--- src/design/sbse_pkg.sv ---
// Shared types and constants for the baseboard serial extractor.
package sbse_pkg;

    localparam int OFFSET_WIDTH_DEF = 32;
    localparam int QUEUE_DEPTH      = 4;
    localparam int CMP_W            = 34;   // room for 32-bit offsets plus small adds
    localparam int LEN_W            = 32;   // header length field
    localparam logic [7:0] TYPE_BASEBOARD = 8'h02;
    localparam logic [7:0] SERIAL_OFS     = 8'h07;
    localparam logic [7:0] MIN_BB_LEN     = 8'h08;
    localparam logic [7:0] MAX_CHARS      = 8'hFF;
    localparam logic [2:0] HDR_LAST       = 3'd7;
    localparam logic [CMP_W-1:0] MIN_TABLE = CMP_W'(5);

    typedef enum logic [2:0] {
        ST_OK        = 3'd0,
        ST_NOBOARD   = 3'd1,
        ST_ZEROIDX   = 3'd2,
        ST_EMPTY     = 3'd3,
        ST_MALFORMED = 3'd4
    } status_t;

    // classified input word
    typedef struct packed {
        logic [7:0] data;
        logic       start;
        logic       is_zero;
        logic       is_type2;
    } item_t;

endpackage

--- src/design/sbse_front.sv ---
// Input side: takes stream words, tags them and pushes them into the queue.
module sbse_front
    import sbse_pkg::*;
(
    input  logic       s_tvalid,
    output logic       s_tready,
    input  logic [7:0] s_tdata,   // [7:0] data_byte
    input  logic       s_tuser,   // [0] table_start
    input  logic       q_full,
    output logic       q_push,
    output item_t      q_item
);

    assign s_tready = !q_full;
    assign q_push   = s_tvalid && !q_full;

    always_comb
    begin
        q_item.data     = s_tdata;
        q_item.start    = s_tuser;
        q_item.is_zero  = (s_tdata == 8'h00);
        q_item.is_type2 = (s_tdata == TYPE_BASEBOARD);
    end

endmodule

--- src/design/sbse_queue.sv ---
// Short flop-based queue between the front and the walker.
module sbse_queue
    import sbse_pkg::*;
(
    input  logic  clk,
    input  logic  rst_n,
    input  logic  push,
    input  item_t push_item,
    input  logic  pop,
    output item_t head,
    output logic  full,
    output logic  empty
);

    localparam int PW = $clog2(QUEUE_DEPTH);

    item_t           mem_reg [QUEUE_DEPTH];
    logic [PW-1:0]   wr_ptr_reg, wr_ptr_next;
    logic [PW-1:0]   rd_ptr_reg, rd_ptr_next;
    logic [PW:0]     count_reg, count_next;

    assign full  = (count_reg == (PW+1)'(QUEUE_DEPTH));
    assign empty = (count_reg == '0);
    assign head  = mem_reg[rd_ptr_reg];

    always_comb
    begin
        wr_ptr_next = push ? wr_ptr_reg + PW'(1) : wr_ptr_reg;
        rd_ptr_next = pop  ? rd_ptr_reg + PW'(1) : rd_ptr_reg;
        count_next  = count_reg;
        if (push && !pop)
        begin
            count_next = count_reg + (PW+1)'(1);
        end
        else if (pop && !push)
        begin
            count_next = count_reg - (PW+1)'(1);
        end
    end

    always_ff @(posedge clk or negedge rst_n)
    begin
        if (!rst_n)
        begin
            wr_ptr_reg <= '0;
            rd_ptr_reg <= '0;
            count_reg  <= '0;
        end
        else
        begin
            wr_ptr_reg <= wr_ptr_next;
            rd_ptr_reg <= rd_ptr_next;
            count_reg  <= count_next;
        end
    end

    always_ff @(posedge clk)
    begin
        if (push)
        begin
            mem_reg[wr_ptr_reg] <= push_item;
        end
    end

endmodule

--- src/design/sbse_walker.sv ---
// Structure walker: tracks header, structures and strings, drives the result register.
module sbse_walker
    import sbse_pkg::*;
#(
    parameter int OFFSET_WIDTH = OFFSET_WIDTH_DEF
)
(
    input  logic       clk,
    input  logic       rst_n,
    input  item_t      head,
    input  logic       q_empty,
    output logic       q_pop,
    output logic       m_tvalid,
    input  logic       m_tready,
    output logic [7:0] out_char,
    output logic       out_char_valid,
    output logic       out_done,
    output status_t    out_status,
    output logic [7:0] out_length
);

    localparam int W = OFFSET_WIDTH;

    typedef enum logic [1:0] {
        PH_HEADER,
        PH_STRUCT,
        PH_SKIP,
        PH_COPY
    } phase_t;

    phase_t             phase_reg, phase_next;
    logic [W-1:0]       ofs_reg, ofs_next;
    logic [LEN_W-1:0]   tlen_reg, tlen_next;
    logic [W-1:0]       sstart_reg, sstart_next;
    logic [7:0]         slen_reg, slen_next;
    logic [7:0]         stype_reg, stype_next;
    logic               prev_zero_reg, prev_zero_next;
    logic [7:0]         skip_reg, skip_next;
    logic [7:0]         nchars_reg, nchars_next;
    logic               fin_reg, fin_next;

    logic               valid_reg;
    logic [7:0]         char_reg;
    logic               cvalid_reg;
    logic               done_reg;
    status_t            status_reg;
    logic [7:0]         length_reg;

    logic               emit;
    logic [7:0]         e_char;
    logic               e_cvalid;
    status_t            e_status;
    logic               e_done;

    assign q_pop          = !q_empty && (!valid_reg || m_tready);
    assign m_tvalid       = valid_reg;
    assign out_char       = char_reg;
    assign out_char_valid = cvalid_reg;
    assign out_done       = done_reg;
    assign out_status     = status_reg;
    assign out_length     = length_reg;

    always_comb
    begin
        logic [W-1:0]     b;
        logic [W-1:0]     b_sat;
        logic [W-1:0]     j;
        logic [7:0]       l;
        logic [CMP_W-1:0] bx, sx, tx, lx, jx, nsx;
        logic [7:0]       skip_dec;

        phase_next     = phase_reg;
        ofs_next       = ofs_reg;
        tlen_next      = tlen_reg;
        sstart_next    = sstart_reg;
        slen_next      = slen_reg;
        stype_next     = stype_reg;
        prev_zero_next = prev_zero_reg;
        skip_next      = skip_reg;
        nchars_next    = nchars_reg;
        fin_next       = fin_reg;
        emit           = 1'b0;
        e_char         = 8'h00;
        e_cvalid       = 1'b0;
        e_status       = ST_OK;
        e_done         = 1'b0;

        if (head.start)
        begin
            phase_next     = PH_HEADER;
            ofs_next       = '0;
            tlen_next      = '0;
            sstart_next    = '0;
            slen_next      = '0;
            stype_next     = '0;
            prev_zero_next = 1'b0;
            skip_next      = '0;
            nchars_next    = '0;
            fin_next       = 1'b0;
        end

        b        = ofs_next;
        b_sat    = (b == {W{1'b1}}) ? b : b + W'(1);
        j        = b - sstart_next;
        l        = slen_next;
        lx       = CMP_W'(l);
        bx       = CMP_W'(b);
        sx       = CMP_W'(sstart_next);
        tx       = CMP_W'(tlen_next);
        jx       = CMP_W'(j);
        nsx      = CMP_W'(b_sat);
        skip_dec = skip_next;

        if (!fin_next)
        begin
            unique case (phase_next)
                PH_HEADER:
                begin
                    if (b[2])
                    begin
                        tlen_next[8*b[1:0] +: 8] = head.data;
                    end
                    if (b[2:0] == HDR_LAST)
                    begin
                        ofs_next       = '0;
                        phase_next     = PH_STRUCT;
                        sstart_next    = '0;
                        prev_zero_next = 1'b0;
                        if (CMP_W'(tlen_next) < MIN_TABLE)
                        begin
                            emit     = 1'b1;
                            e_done   = 1'b1;
                            e_status = ST_NOBOARD;
                        end
                    end
                    else
                    begin
                        ofs_next = b + W'(1);
                    end
                end
                PH_STRUCT:
                begin
                    ofs_next       = b_sat;
                    prev_zero_next = head.is_zero;
                    if (j == '0)
                    begin
                        stype_next = head.data;
                        if (head.is_type2 && !(sx + CMP_W'(SERIAL_OFS) < tx))
                        begin
                            emit     = 1'b1;
                            e_done   = 1'b1;
                            e_status = ST_NOBOARD;
                        end
                    end
                    else
                    begin
                        if (j == W'(1))
                        begin
                            slen_next = head.data;
                            l         = head.data;
                        end
                        lx = CMP_W'(l);
                        if (stype_next == TYPE_BASEBOARD)
                        begin
                            if (j == W'(1) && l < MIN_BB_LEN)
                            begin
                                emit     = 1'b1;
                                e_done   = 1'b1;
                                e_status = ST_MALFORMED;
                            end
                            else if (jx == CMP_W'(SERIAL_OFS))
                            begin
                                if (head.is_zero)
                                begin
                                    emit     = 1'b1;
                                    e_done   = 1'b1;
                                    e_status = ST_ZEROIDX;
                                end
                                else if (sx + lx >= tx)
                                begin
                                    emit     = 1'b1;
                                    e_done   = 1'b1;
                                    e_status = ST_EMPTY;
                                end
                                else
                                begin
                                    skip_next  = head.data - 8'd1;
                                    phase_next = (skip_next != '0) ? PH_SKIP : PH_COPY;
                                end
                            end
                        end
                        else if (j == W'(1) && sx + lx + CMP_W'(1) >= tx)
                        begin
                            emit     = 1'b1;
                            e_done   = 1'b1;
                            e_status = ST_NOBOARD;
                        end
                        else if (jx >= lx + CMP_W'(1) && prev_zero_reg && head.is_zero)
                        begin
                            // double null closes the string set: next structure
                            sstart_next    = b_sat;
                            prev_zero_next = 1'b0;
                            if (nsx + CMP_W'(4) >= tx)
                            begin
                                emit     = 1'b1;
                                e_done   = 1'b1;
                                e_status = ST_NOBOARD;
                            end
                        end
                        else if (bx + CMP_W'(1) >= tx)
                        begin
                            emit     = 1'b1;
                            e_done   = 1'b1;
                            e_status = ST_NOBOARD;
                        end
                    end
                end
                PH_SKIP:
                begin
                    ofs_next = b_sat;
                    if (!(bx < sx + CMP_W'(l)))
                    begin
                        if (head.is_zero && skip_dec != '0)
                        begin
                            skip_dec = skip_dec - 8'd1;
                        end
                        skip_next = skip_dec;
                        if (bx + CMP_W'(1) >= tx)
                        begin
                            emit     = 1'b1;
                            e_done   = 1'b1;
                            e_status = ST_EMPTY;
                        end
                        else if (skip_dec == '0)
                        begin
                            phase_next = PH_COPY;
                        end
                    end
                end
                PH_COPY:
                begin
                    ofs_next = b_sat;
                    if (!(bx < sx + CMP_W'(l)))
                    begin
                        emit = 1'b1;
                        if (head.is_zero)
                        begin
                            e_done   = 1'b1;
                            e_status = (nchars_next != '0) ? ST_OK : ST_EMPTY;
                        end
                        else
                        begin
                            nchars_next = nchars_next + 8'd1;
                            e_char      = head.data;
                            e_cvalid    = 1'b1;
                            if (nchars_next >= MAX_CHARS || bx + CMP_W'(1) >= tx)
                            begin
                                e_done = 1'b1;
                            end
                        end
                    end
                end
                default:
                begin
                    phase_next = PH_HEADER;
                end
            endcase
            if (e_done)
            begin
                fin_next = 1'b1;
            end
        end
    end

    always_ff @(posedge clk or negedge rst_n)
    begin
        if (!rst_n)
        begin
            phase_reg     <= PH_HEADER;
            ofs_reg       <= '0;
            tlen_reg      <= '0;
            sstart_reg    <= '0;
            slen_reg      <= '0;
            stype_reg     <= '0;
            prev_zero_reg <= 1'b0;
            skip_reg      <= '0;
            nchars_reg    <= '0;
            fin_reg       <= 1'b1;
            valid_reg     <= 1'b0;
            char_reg      <= '0;
            cvalid_reg    <= 1'b0;
            done_reg      <= 1'b0;
            status_reg    <= ST_OK;
            length_reg    <= '0;
        end
        else
        begin
            if (q_pop)
            begin
                phase_reg     <= phase_next;
                ofs_reg       <= ofs_next;
                tlen_reg      <= tlen_next;
                sstart_reg    <= sstart_next;
                slen_reg      <= slen_next;
                stype_reg     <= stype_next;
                prev_zero_reg <= prev_zero_next;
                skip_reg      <= skip_next;
                nchars_reg    <= nchars_next;
                fin_reg       <= fin_next;
            end
            if (q_pop && emit)
            begin
                valid_reg  <= 1'b1;
                char_reg   <= e_char;
                cvalid_reg <= e_cvalid;
                done_reg   <= e_done;
                status_reg <= e_status;
                length_reg <= nchars_next;
            end
            else if (m_tready)
            begin
                valid_reg <= 1'b0;
            end
        end
    end

endmodule

--- src/design/smbios_baseboard_serial_extract_top.sv ---
// Top level of the SMBIOS baseboard serial extractor.
//
//  channel | dir | handshake          | payload
//  --------+-----+--------------------+----------------------------------------------
//  s_*     | in  | s_tvalid/s_tready  | tdata: data_byte; tuser: table_start
//  m_*     | out | m_tvalid/m_tready  | tdata: serial_char, serial_length;
//          |     |                    | tuser: char_valid, status; tlast: done_res
//
// One word per cycle sustained while m_tready keeps up; the walker decides each byte combinationally.
// An accepted word is queued, then popped when the walker can take it; its result is registered onto m_*.
// rst_n is asynchronous; after reset the block ignores words until one carries table_start.
// A four-word queue lets input keep flowing while a result waits for m_tready.
module smbios_baseboard_serial_extract_top
    import sbse_pkg::*;
#(
    parameter int OFFSET_WIDTH = OFFSET_WIDTH_DEF
)
(
    input  logic        clk,
    input  logic        rst_n,
    input  logic        s_tvalid,
    output logic        s_tready,
    input  logic [7:0]  s_tdata,   // [7:0] data_byte
    input  logic        s_tuser,   // [0] table_start
    output logic        m_tvalid,
    input  logic        m_tready,
    output logic [15:0] m_tdata,   // [7:0] serial_char, [15:8] serial_length
    output logic [3:0]  m_tuser,   // [0] char_valid, [3:1] status
    output logic        m_tlast    // done_res
);

    logic       q_full;
    logic       q_empty;
    logic       q_push;
    logic       q_pop;
    item_t      q_in_item;
    item_t      q_head;
    logic [7:0] out_char;
    logic       out_char_valid;
    logic       out_done;
    status_t    out_status;
    logic [7:0] out_length;

    sbse_front u_front (
        .s_tvalid (s_tvalid),
        .s_tready (s_tready),
        .s_tdata  (s_tdata),
        .s_tuser  (s_tuser),
        .q_full   (q_full),
        .q_push   (q_push),
        .q_item   (q_in_item)
    );

    sbse_queue u_queue (
        .clk       (clk),
        .rst_n     (rst_n),
        .push      (q_push),
        .push_item (q_in_item),
        .pop       (q_pop),
        .head      (q_head),
        .full      (q_full),
        .empty     (q_empty)
    );

    sbse_walker #(
        .OFFSET_WIDTH (OFFSET_WIDTH)
    ) u_walker (
        .clk            (clk),
        .rst_n          (rst_n),
        .head           (q_head),
        .q_empty        (q_empty),
        .q_pop          (q_pop),
        .m_tvalid       (m_tvalid),
        .m_tready       (m_tready),
        .out_char       (out_char),
        .out_char_valid (out_char_valid),
        .out_done       (out_done),
        .out_status     (out_status),
        .out_length     (out_length)
    );

    assign m_tdata = {out_length, out_char};
    assign m_tuser = {out_status, out_char_valid};
    assign m_tlast = out_done;

endmodule
--- config.mk ---
export PLATFORM = sky130hd
export DESIGN_NAME = smbios_baseboard_serial_extract_top
export DESIGN_NICKNAME = d
export VERILOG_FILES = /design/src/design/sbse_pkg.sv /design/src/design/sbse_front.sv /design/src/design/sbse_queue.sv /design/src/design/sbse_walker.sv /design/src/design/smbios_baseboard_serial_extract_top.sv
export SDC_FILE = /design/constraint.sdc
export NUM_CORES = 1
export LEC_CHECK = 0
export ABC_CLOCK_PERIOD_IN_PS = 15560
export BUFFER_PORTS_ARGS = -buffer_cell sky130_fd_sc_hd__buf_2
export CAP_MARGIN = 20
export CELL_PAD_IN_SITES_DETAIL_PLACEMENT = 1
export CELL_PAD_IN_SITES_GLOBAL_PLACEMENT = 1
export CORE_ASPECT_RATIO = 0.5
export CORE_MARGIN = 3
export CORE_UTILIZATION = 45
export DETAILED_ROUTE_END_ITERATION = 12
export GPL_TIMING_DRIVEN = 0
export PLACE_DENSITY = 0.75
export REMOVE_ABC_BUFFERS = 1
export SLEW_MARGIN = 20
export SYNTH_ARGS = -nofsm -noshare
export SYNTH_HDL_FRONTEND = slang
export SYNTH_SLANG_ARGS = --single-unit
--- constraint.sdc ---
create_clock -name clk -period 15.56 [get_ports clk]
set_clock_uncertainty 0.2 [all_clocks]
set_input_delay 0.778 -clock clk [delete_from_list [all_inputs] [get_ports clk]]
set_output_delay 0.778 -clock clk [all_outputs]
set_load 0.01 [all_outputs]
-- Word level (Yosys, flattened, before mapping)
Memory sizes are Yosys's and may differ from the RTL's.
Index checks and enable logic that the tools add are counted.
- register bits: 161
- memory bits (writable): 44
- output and inout port bits: 23
- memories kept: 1
- memory list (name ; words ; width ; rd ports ; clocked after memory_dff ; write ports ; RTL line ; RTL):
    u_queue.mem_reg ; 4 ; 11 ; 1 ; 0 ; 1 ; sbse_queue.sv:17 ; item_t mem_reg [QUEUE_DEPTH];
- add/subtract/negate cells: 17
- $lt $le $gt $ge: 10
- equality and inequality tests: 10
- shifts and indexed selects: 2
- mux-type cells: 133
- reductions and logical operators: 30
- operators with widths (operator ; number):
    $mux 32 ; 17
    $mux 8 ; 34
    $ge 34x32->1 ; 4
    $pmux 32 s2 ; 2
    $add 32x3->33 const B ; 2
    $add 32x8->33 ; 2
    $mux 1 ; 44
    $mux 3 ; 14
    $add 34x1->34 const B ; 1
    $ge 32x34->1 ; 1
    $lt 32x34->1 ; 1
    $lt 34x32->1 ; 1
    $neg 5->34 ; 1
    $shift 8x34->32 const A ; 1
    $shiftx 8x34->32 ; 1
    $add 32x1->33 const B ; 1
    $add 32x1->32 const B ; 1
    $bwmux 32 ; 1
    $eq 32x1->1 const B ; 1
    $eq 32x3->1 const B ; 1
    $eq 32x32->1 const B ; 1
    $logic_not 32->1 ; 1
    $lt 32x3->1 const B ; 1
    $sub 32x32->32 ; 1
    27 further kinds ; 67

-- Logic depth before layout (Yosys ltp)
An unclocked memory read counts as a cell.
- depth in word-level cells: 20
- depth in mapped cells: 64
- gate-level depth less buffers: 49

-- By module
Synthesis repeated with hierarchy kept, for this count alone.
- cells, all modules: 2927
- area, all modules: 23214.8 µm²
- by module, submodules not included (module ; instances ; cells each ; area an instance (µm²) ; sequential area each (µm²)):
    sbse_walker ; 1 ; 2819 ; 21101.5 ; 3854.9
    sbse_queue ; 1 ; 91 ; 1986.9 ; 1496.4
    sbse_front ; 1 ; 16 ; 118.9 ; 0.0
    smbios_baseboard_serial_extract_top ; 1 ; 1 ; 7.5 ; 0.0

-- Worst setup path before layout
Ideal clock, no wire load.
- kind: reg-to-reg
- start point: register u_queue.rd_ptr_reg[1]
- end point: register u_walker.sstart_reg[18]
- library setup time: 0.121 ns
- arrival time: 13.155 ns
- path slack: 2.084 ns
- stages on the path, launching flop included: 58
- path buffers: 17
- cell sequence: dfrtp_1 clkbuf_1 mux2i_1 mux2_2 clkbuf_1 clkbuf_1 clkbuf_1 clkbuf_1 buf_1 buf_1 clkbuf_1 clkbuf_1 buf_1 buf_1 buf_1 clkbuf_1 clkbuf_1 buf_1 (+22 left out) nor2_1 nand2_1 nor2_1 xor2_1 ha_1 a21o_1 a21o_1 a21oi_1 o221ai_1 a221oi_1 nor2b_1 o21ai_0 nand3_1 a31o_2 a211oi_2 buf_6 mux2_1 a22o_1
- word-level cells in the longest chain between the ends: 18
- elaborated cells on any way between the ends: 37
- RTL lines (what ; RTL line ; RTL):
    from (decl) ; sbse_queue.sv:19 ; logic [PW-1:0] rd_ptr_reg, rd_ptr_next;
    from (signal assigned) ; sbse_queue.sv:52 ; rd_ptr_reg <= rd_ptr_next;
    $mem_v2 4x11 * ; n/a ;
    parallel branches: the longest is 16 deep, another holds $add 34x1->34 ; n/a ;
    $mux 32 * ; sbse_walker.sv:114 ; if (!fin_next)
    to (signal assigned) ; sbse_walker.sv:303 ; sstart_reg <= sstart_next;
    to (decl) ; sbse_walker.sv:34 ; logic [W-1:0] sstart_reg, sstart_next;
Mark *: on every way between the ends. The select of a mux whose other input is x is not followed.
A chain may end at the register's enable or synchronous reset.

-- Worst setup path in the final report
- start point: register u_queue.rd_ptr_reg[0]
- end point: register u_walker.sstart_reg[14]
The elaborated chain is that of the path after synthesis.

==> flow_summary_export.csv <==
group,metric,value,unit
job,drv_cap,0,
placed_design,dp.cells,3375,
die,fp.dieH,164.9,um
timing,worst_slack,0.7021,ns
layout,n_antenna_cell,0,
critical_path,r2r_setup_slack,0.70,ns
die,pin_count,36,
clock_network,clock_sinks,205,
timing,hold_viol,0,
timing,setup_tns,0,ns
timing,period_needed,14.86,ns
worst_hold_path,worstHoldPathCells,1,
global_route,antenna_found_initial,2,
clock_network,ctsHtreeMaxLevel,1,
routing,ant_nets,0,
layout,finalInstanceArea,24320,sq um
routing,wirelength,90260,um
global_route,use_met1,46.23,%
worst_hold_path,hold_start,"s_tuser",
die,core_area,49210,sq um
power,powerDensity,146.4,nW/um^2
layout,seqCellArea,5353,sq um
timing,setup_viol,0,
power,power,3.560,mW
placed_design,place_ws,0.6153,ns
layout,multi_input_area,16490,sq um
synthesis,dominantRegCellSynth,"dfrtp_1",
critical_path,r2r_cells,43,
global_route,grt.met2_usage,50.33,%
synthesis,syn_area,22730,sq um
worst_hold_path,hold_end,"u_queue.mem_reg[1][2]",
die,start_util,46.19,%
layout,layoutNonFillerInstCount,3416,
critical_path,cp_max_fo,61,
placed_design,hpwl,71200,um
critical_path,reg2reg_to,"u_walker.sstart_reg[14]",
timing,max_freq,0.06730,GHz
clock_network,clockBufferDepth,3,
synthesis,yosysWarnings,0,
global_route,grt.total_usage,33.41,%
critical_path,crit_required,15.86,ns
run_status,status,"completed",
power,p_leak,10.52,nW
global_route,grt_pass1_vias,21920,
critical_path,cpMaxStageDelayCell,"mux4_4",
clock_network,cts_root_buf,"clkbuf_16",
placed_design,post_dp_cell_area,23480,sq um
synthesis,syn_inst,2811,
critical_path,crit_path_start_kind,"register",
synthesis,syn_area_per_cell,8.085,sq um
layout,fin_nets,2998,
routing,routedWlPerCell,26.42,um
die,die_w,323.8,um
clock_network,cts.reportedPaths.clkPinSlew,0.07,ns
synthesis,synth-seq-cells,205,
global_route,overflow,0,
die,die_area,53400,sq um
critical_path,critical_path.most_common_cell,"inv_1",
routing,viasPerCell,6.554,
timing,final-max-slew-violation-count,0,
clock_network,post-cts-setup-buffers,0,
routing,route.detailed.drc,0,
timing,finalCritPeriodShare,95.49,%
critical_path,cpPeakStageDelay,0.79,ns
timing,tightestPinTransition,1.139,ns
worst_hold_path,hp-class,"in2reg",
clock_network,cts_buffers,22,
layout,utilization,49.42,%
clock_network,clk_latency,0.58,ns
layout,largest_reg_flops,44,
timing,hold_ws,0.2232,ns
critical_path,end_kind,"register",
synthesis,synth_cell_types,109,
die,fp-row-count,57,
synthesis,ys_seq_area_share,23.55,%
critical_path,crit_arrival,15.15,ns
routing,drt_first_pass_iters,5,
routing,drt-initial-drc-count,2232,
layout,nFillCells,5982,
critical_path,worstSetupPathType,"reg2reg",
critical_path,reg2reg_from,"u_queue.rd_ptr_reg[0]",
synthesis,async_flop_share,78.54,%
timing,rsz0062_at_grt,"no",
placed_design,gp_congestion,1.001,
timing,max_slew_margin,24.09,%
layout,syn2layout_area_growth,7.008,%
global_route,grt_pass1_wl,136400,um
synthesis,synth_edf_count,44,
placed_design,io_buffers,35,
global_route,top_usage_layer,"met2",
global_route,grt_start_max_net_pins,104,
layout,drive_gt1_share,6.867,%
routing,num_vias,22390,
global_route,grt_util_met3,10.70,%
power,max-vdd-ir-drop,0.0002054,V
clock_network,cts_tree,"yes",
-- worst max-delay path: cells and delay by family, from the launching register on --
family | cells | cell delay (ns)
compound gates | 15 | 4.89
xor+xnor | 2 | 0.48
fa+ha+maj | 3 | 1.21
buf+inv | 7 | 1.44
flops | 1 | 0.66
mux | 2 | 1.33
simple gates | 14 | 4.42
-- cells by family after synthesis --
group	count (synthesis)	synth area share [%]
AOI/OAI and AO/OA	736	22.21
xor gates and xnor gates	240	9.348
adders and majority gates	259	14.02
buffers and inverters	249	4.415
DFF	205	23.55
muxes	60	3.551
and+or+nand+nor	1062	22.91
-- final cells by class --
type	count	area share [%]
Multi-Input combinational cell	2357	67.82
Sequential cell	205	22.01
Tap cell	649	3.339
Clock buffer	29	2.485
Timing Repair Buffer	51	1.857
Inverter	114	1.759
Clock inverter	11	0.7305
-- cell usage in the layout (no fill, tap or decap), types with 65 or more instances in the layout --
cell	instances
xnor2_1	153
xor2_1	84
nand4_1	68
nor2b_1	69
a21oi_1	170
inv_1	109
dfrtp_1	159
a22o_1	66
o21ai_0	155
ha_1	233
nand3_1	69
nor2_1	234
a21o_1	65
nand2_1	337
-- cells in the mapped netlist, types with 29 or more instances --
library cell	number	area share [%]
nand4_1	68	1.9
edfxtp_1	44	5.8
nor3_1	66	1.5
nor2_1	237	3.9
and3_1	29	0.80
nor2b_1	69	1.9
a21oi_1	171	3.8
nand3_1	69	1.5
dfrtp_1	160	18
ha_1	233	13
a21o_1	65	2.1
nor4_1	39	1.1
clkbuf_1	88	1.5
o21ai_0	156	3.4
xor2_1	84	3.2
nand2_1	339	5.6
nand2b_1	49	1.3
inv_1	109	1.8
xnor2_1	153	5.9
a211oi_1	36	1.2
a22o_1	66	2.5
-- power breakdown --
part           leakage, nW  switching [mW]  total (mW)  internal, mW
logic                 7.55            1.55        2.25         0.698
registers             2.60          0.0820       0.706         0.624
clock network        0.370           0.276       0.606         0.330
total                 10.5            1.91        3.56          1.65
-- layer usage --
layer | vias up | share of wire [%]
met2 | 894 | 42
li1 | 10140 | -
met3 | 141 | 11
met5 | - | 0.010
met4 | 2 | 2.5
met1 | 11210 | 45
-- worst max-delay path by stage --
| stage | start | endpoint | slack, ns |
|---|---|---|---|
| final | u_queue.rd_ptr_reg[0] | u_walker.sstart_reg[14] | 0.70 |
| after global placement | u_queue.rd_ptr_reg[0] | u_walker.sstart_reg[28] | -2.37 |
| after global routing | u_queue.rd_ptr_reg[0] | u_walker.sstart_reg[14] | 0.06 |
| after detailed placement | u_queue.rd_ptr_reg[0] | u_walker.phase_reg[0] | 0.62 |
| after floorplan | u_queue.rd_ptr_reg[0] | u_walker.sstart_reg[10] | 3.36 |
| after CTS | u_queue.rd_ptr_reg[0] | u_walker.phase_reg[0] | 0.49 |
-- repair_timing --
item | 4_1_cts | 5_1_grt
hold buffers | 1 | 0
gates resized for setup | 0 | 4
hold endpoints to repair | 23 | 0
setup endpoints to repair | 0 | 58
Power figures use the tool's default switching activity.
